==> src/rtl/aeba_pkg.sv <==
// shared constants, codes and helpers of the extent block allocator
package aeba_pkg;

    localparam int DEF_MAX_EXTENTS = 64;
    localparam int DEF_BLOCK_BITS  = 32;
    localparam int SZW             = 19;
    localparam int REG_W           = 32;
    localparam int IN_TDATA_W      = 40;
    localparam int OUT_TDATA_W     = 72;
    localparam int PADDR_W         = 4;

    localparam logic CMD_ALLOC = 1'b0;
    localparam logic CMD_FREE  = 1'b1;

    localparam logic [1:0] ST_OK       = 2'd0;
    localparam logic [1:0] ST_NO_SPACE = 2'd1;
    localparam logic [1:0] ST_NOT_HELD = 2'd2;
    localparam logic [1:0] ST_FULL     = 2'd3;

    localparam logic [1:0] REG_FIRST = 2'd0;
    localparam logic [1:0] REG_END   = 2'd1;
    localparam logic [1:0] REG_USED  = 2'd2;

    localparam logic [1:0] BT_ONE   = 2'd0;
    localparam logic [1:0] BT_512   = 2'd1;
    localparam logic [1:0] BT_256K  = 2'd2;

    typedef struct packed {
        logic skip;
        logic left;
        logic right;
    } t_eval;

    function automatic logic [SZW-1:0] size_of(input logic [1:0] bt);
        logic [SZW-1:0] r;
        case (bt)
            BT_ONE:  r = SZW'(1);
            BT_512:  r = SZW'(512);
            BT_256K: r = SZW'(262144);
            default: r = '0;
        endcase
        return r;
    endfunction

endpackage

==> src/rtl/aeba_unit.sv <==
// shared candidate placement and range compare unit
module aeba_unit import aeba_pkg::*; #(
    parameter int W = DEF_BLOCK_BITS + 1
) (
    input  logic           i_free,
    input  logic [SZW-1:0] i_n,
    input  logic [W-1:0]   i_lo,
    input  logic [W-1:0]   i_hi,
    input  logic [W-1:0]   i_next_low,
    input  logic           i_has_next,
    input  logic [W-1:0]   i_bn,
    input  logic [W-1:0]   i_bmask,
    output t_eval          o_eval,
    output logic [W-1:0]   o_nl,
    output logic [W-1:0]   o_nh
);

    logic [W-1:0] n_w;
    logic [W-1:0] base;

    always_comb begin
        n_w  = W'(i_n);
        base = i_free ? i_bn : ((i_hi + n_w) & ~(n_w - W'(1)));
        o_nl = base;
        o_nh = base + n_w - W'(1);
        if (i_free) begin
            o_eval.skip  = (base > i_hi) || (base < i_lo) || (o_nh > i_hi);
            o_eval.left  = (base == i_lo);
            o_eval.right = (o_nh == i_hi);
        end else begin
            o_eval.skip  = (o_nh >= i_next_low) || (o_nh > i_bmask);
            o_eval.left  = (base == i_hi + W'(1));
            o_eval.right = i_has_next && (o_nh + W'(1) == i_next_low);
        end
    end

endmodule

==> config.mk <==
export PLATFORM = sky130hd
export DESIGN_NAME = aeba_unit
export DESIGN_NICKNAME = d
export VERILOG_FILES = /design/src/rtl/aeba_pkg.sv /design/src/rtl/aeba_unit.sv
export SDC_FILE = /design/constraint.sdc
export NUM_CORES = 1
export LEC_CHECK = 0
export BUFFER_PORTS_ARGS = -buffer_cell sky130_fd_sc_hd__buf_2
export CORE_ASPECT_RATIO = 1.75
export CORE_MARGIN = 5
export CORE_UTILIZATION = 40
export DETAILED_ROUTE_END_ITERATION = 10
export SLEW_MARGIN = 5
export SYNTH_ARGS = -nofsm -noshare
export SYNTH_HDL_FRONTEND = slang
export SYNTH_SLANG_ARGS = --single-unit
==> constraint.sdc <==
create_clock -name vclk -period 6.2
set_input_delay 0.31 -clock vclk [all_inputs]
set_output_delay 0.31 -clock vclk [all_outputs]
set_load 0.005 [all_outputs]
==> flow_summary_export.csv <==
group,metric,value,unit
clock_tree,postCtsHoldBufs,0,
worst_setup_path,cp_common_cell,"ha_4",
routing,routed_wl,48870,um
yosys,synth_cells,1627,
worst_setup_path,cp_slowest_cell,"or3_4",
timing,fin_ws,-0.3916,ns
pwr,ir_worst_vdd,0.00009813,V
timing,fmax,151.7,MHz
timing,setup_violations,2,
status,violations,"negative setup slack",
layout,drive_gt1_frac,0.3505,
routing,drc,0,
yosys,yosysTopAreaCell,"ha_1",
layout,fin_util,0.5955,
yosys,yosys_warnings,0,
floorplanning,die_area,31470,um2
grt,grt_overflow,0,
worst_setup_path,arrival,6.28,ns
placed_design,portBuffers,255,
layout,fin_nets,2674,
min_path,hold_depth,4,
grt,grt_pass1_wl,73820,um
layout,register_area,0,um2
worst_setup_path,path_class,"input pin to output port",
timing,hold_viol,0,
routing,num_vias,14385,
timing,rsz0062_at_grt,"true",
worst_setup_path,critical_path.max_fanout,5,
grt,grt_usage,0.2953,
placed_design,gp_congestion,0.9834,
yosys,synth_cell_type_count,92,
floorplanning,num_rows,81,
routing,wl_per_cell,18.64,um
yosys,syn-mean-instance-area,6.860,um2
worst_setup_path,required,5.89,ns
yosys,synth.most_common_cell,"inv_1",
yosys,syn_area,11160,um2
min_path,hold_start,"i_bn[3]",
worst_setup_path,cp-end-kind,"output port",
layout,stdcell_count,2622,
floorplanning,chipWidth,136.3,um
status,status,"finished with violations",
layout,clockBufferCount,0,
layout,seq_cell_count,0,
floorplanning,start_util,0.4019,
layout,fill_cells,2805,
timing,slew_viol_final,0,
worst_setup_path,slowest_delay,0.39,ns
grt,grt_pass1_vias,14532,
timing,fin_setup_tns,-0.7092,ns
min_path,whs_endpoint,"o_nl[3]",
timing,slew_headroom,0.5330,
yosys,synth_area_leaders,"ha_1 (26%), xnor2_1 (9.1%), inv_1 (8.1%)",
timing,tightestPinTransition,0.6952,ns
min_path,hold_path_class,"input pin to output port",
routing,drt_iter0_markers,587,
pwr,powerDensity,204.5,nW/um2
layout,multi_input_area,10840,um2
placed_design,place_inst,2594,
floorplanning,core,27770,um2
yosys,synth_commonest_cells,"inv_1 (241), ha_1 (236), xnor2_1 (116)",
timing,hold_slack,1.045,ns
grt,antenna_found_initial,1,
yosys,synth_nets,2051,
floorplanning,die_h,231.0,um
routing,dr.pass1.iters,8,
yosys,synth_top_area_share,0.2646,
placed_design,dpl.hpwl,43030,um
floorplanning,pin_count,255,
routing,viasPerCell,5.486,
pwr,p_total,3.382,mW
timing,min_period_over_period,1.063,
pwr,leakage,8.473,nW
run,drv_cap,0,
routing,postRouteAntennaNets,0,
yosys,yosysSeqAreaShare,0,
worst_setup_path,startpoint_type,"input pin",
grt,grt_max_degree,62,
timing,fin_crit,6.592,ns
layout,syn_to_final_growth,48.17,%
-- routing by layer --
metal / routed length (um) / global-route usage
met5: 0 / 0
met4: 3174 / 0.1620
met3: 1578 / 0.01439
met2: 25850 / 0.5651
met1: 18270 / 0.3153
-- worst max-delay path, delay by kind of cell --
family          cells  cell delay, ns
buf+inv             5            0.57
fa+ha+maj           4            1.01
xor+xnor            1            0.25
compound gates     13            2.37
simple gates        8            1.75
-- through the flow --
| step | setup WS (ns) | area (um2) |
|---|---|---|
| floorplan | 0.00006084 | 11320 |
| global placement | -0.8744 | 15700 |
| detailed placement | -0.9156 | 15700 |
| CTS | -0.4076 | 16220 |
| global route | -0.6518 | 16540 |
| finish | -0.3916 | 16540 |
-- what timing repair did --
action | in CTS | in global routing
buffers inserted | 15 | 13
pin swaps | 45 | 40
endpoints found under the setup margin | 2 | 2
resized for setup | 80 | 42
-- worst max-delay path by stage --
stage	from	end	slack [ns]	depth (start not counted)
final	i_n[2]	o_eval[2]	-0.39	31
after detailed placement	i_n[2]	o_eval[2]	-0.92	30
after CTS	i_hi[2]	o_eval[2]	-0.41	31
after global routing	i_n[0]	o_eval[2]	-0.65	31
after global placement	i_hi[1]	o_eval[2]	-0.87	31
after floorplan	i_n[2]	o_eval[2]	0.00006	28
-- where the power goes --
| part | internal, mW | total (mW) | switching [mW] |
|---|---|---|---|
| combinational | 1.64 | 3.38 | 1.74 |
| sequential | 0 | 0 | 0 |
| clock | 0.0000000216 | 0.0000000216 | 0 |
-- layout by cell type, fill, tap and decap left out, types with 7 or more instances in the layout --
master    netlist  layout
buf_4           4     391
buf_2          11     252
inv_1         241     235
ha_1          236     217
xnor2_1       116     114
nand2_1       115     111
nor2_1        101      96
a21oi_1       107      94
nand4_1        73      73
o21ai_0        73      62
a21o_1         52      52
nor3_1         51      48
nand3_1        41      39
o21a_1         28      28
nor2b_1        28      27
nand2b_1       25      25
xor2_1         21      19
ha_4            0      19
nor4_1         21      18
o21ai_1        10      17
or3_1          19      17
o211ai_1       16      16
and3_1         16      14
a21oi_2         3      13
a31oi_1        14      13
a211oi_1       14      10
o31ai_1        13       9
buf_6           0       9
and2_1          9       8
a21boi_0        8       7
a211oi_2        3       7
-- cell families (layout without fill, tap and decap cells) --
family | after synthesis | count (layout) | synth area share
fa+ha+maj | 238 | 238 | 0.2682
simple gates | 538 | 538 | 0.2518
xor+xnor | 142 | 142 | 0.1159
mux | 5 | 5 | 0.004596
buf+inv | 275 | 896 | 0.09507
compound gates | 429 | 429 | 0.2645
other cells | 0 | 1 | 0
-- final cells by class --
cell class	count	share of cell area
Antenna cell	1	0.0001513
Inverter	243	0.05531
Multi-Input combinational cell	1352	0.6552
Tap cell	373	0.02822
Timing Repair Buffer	653	0.2611
(Power assumes the default switching activity.)
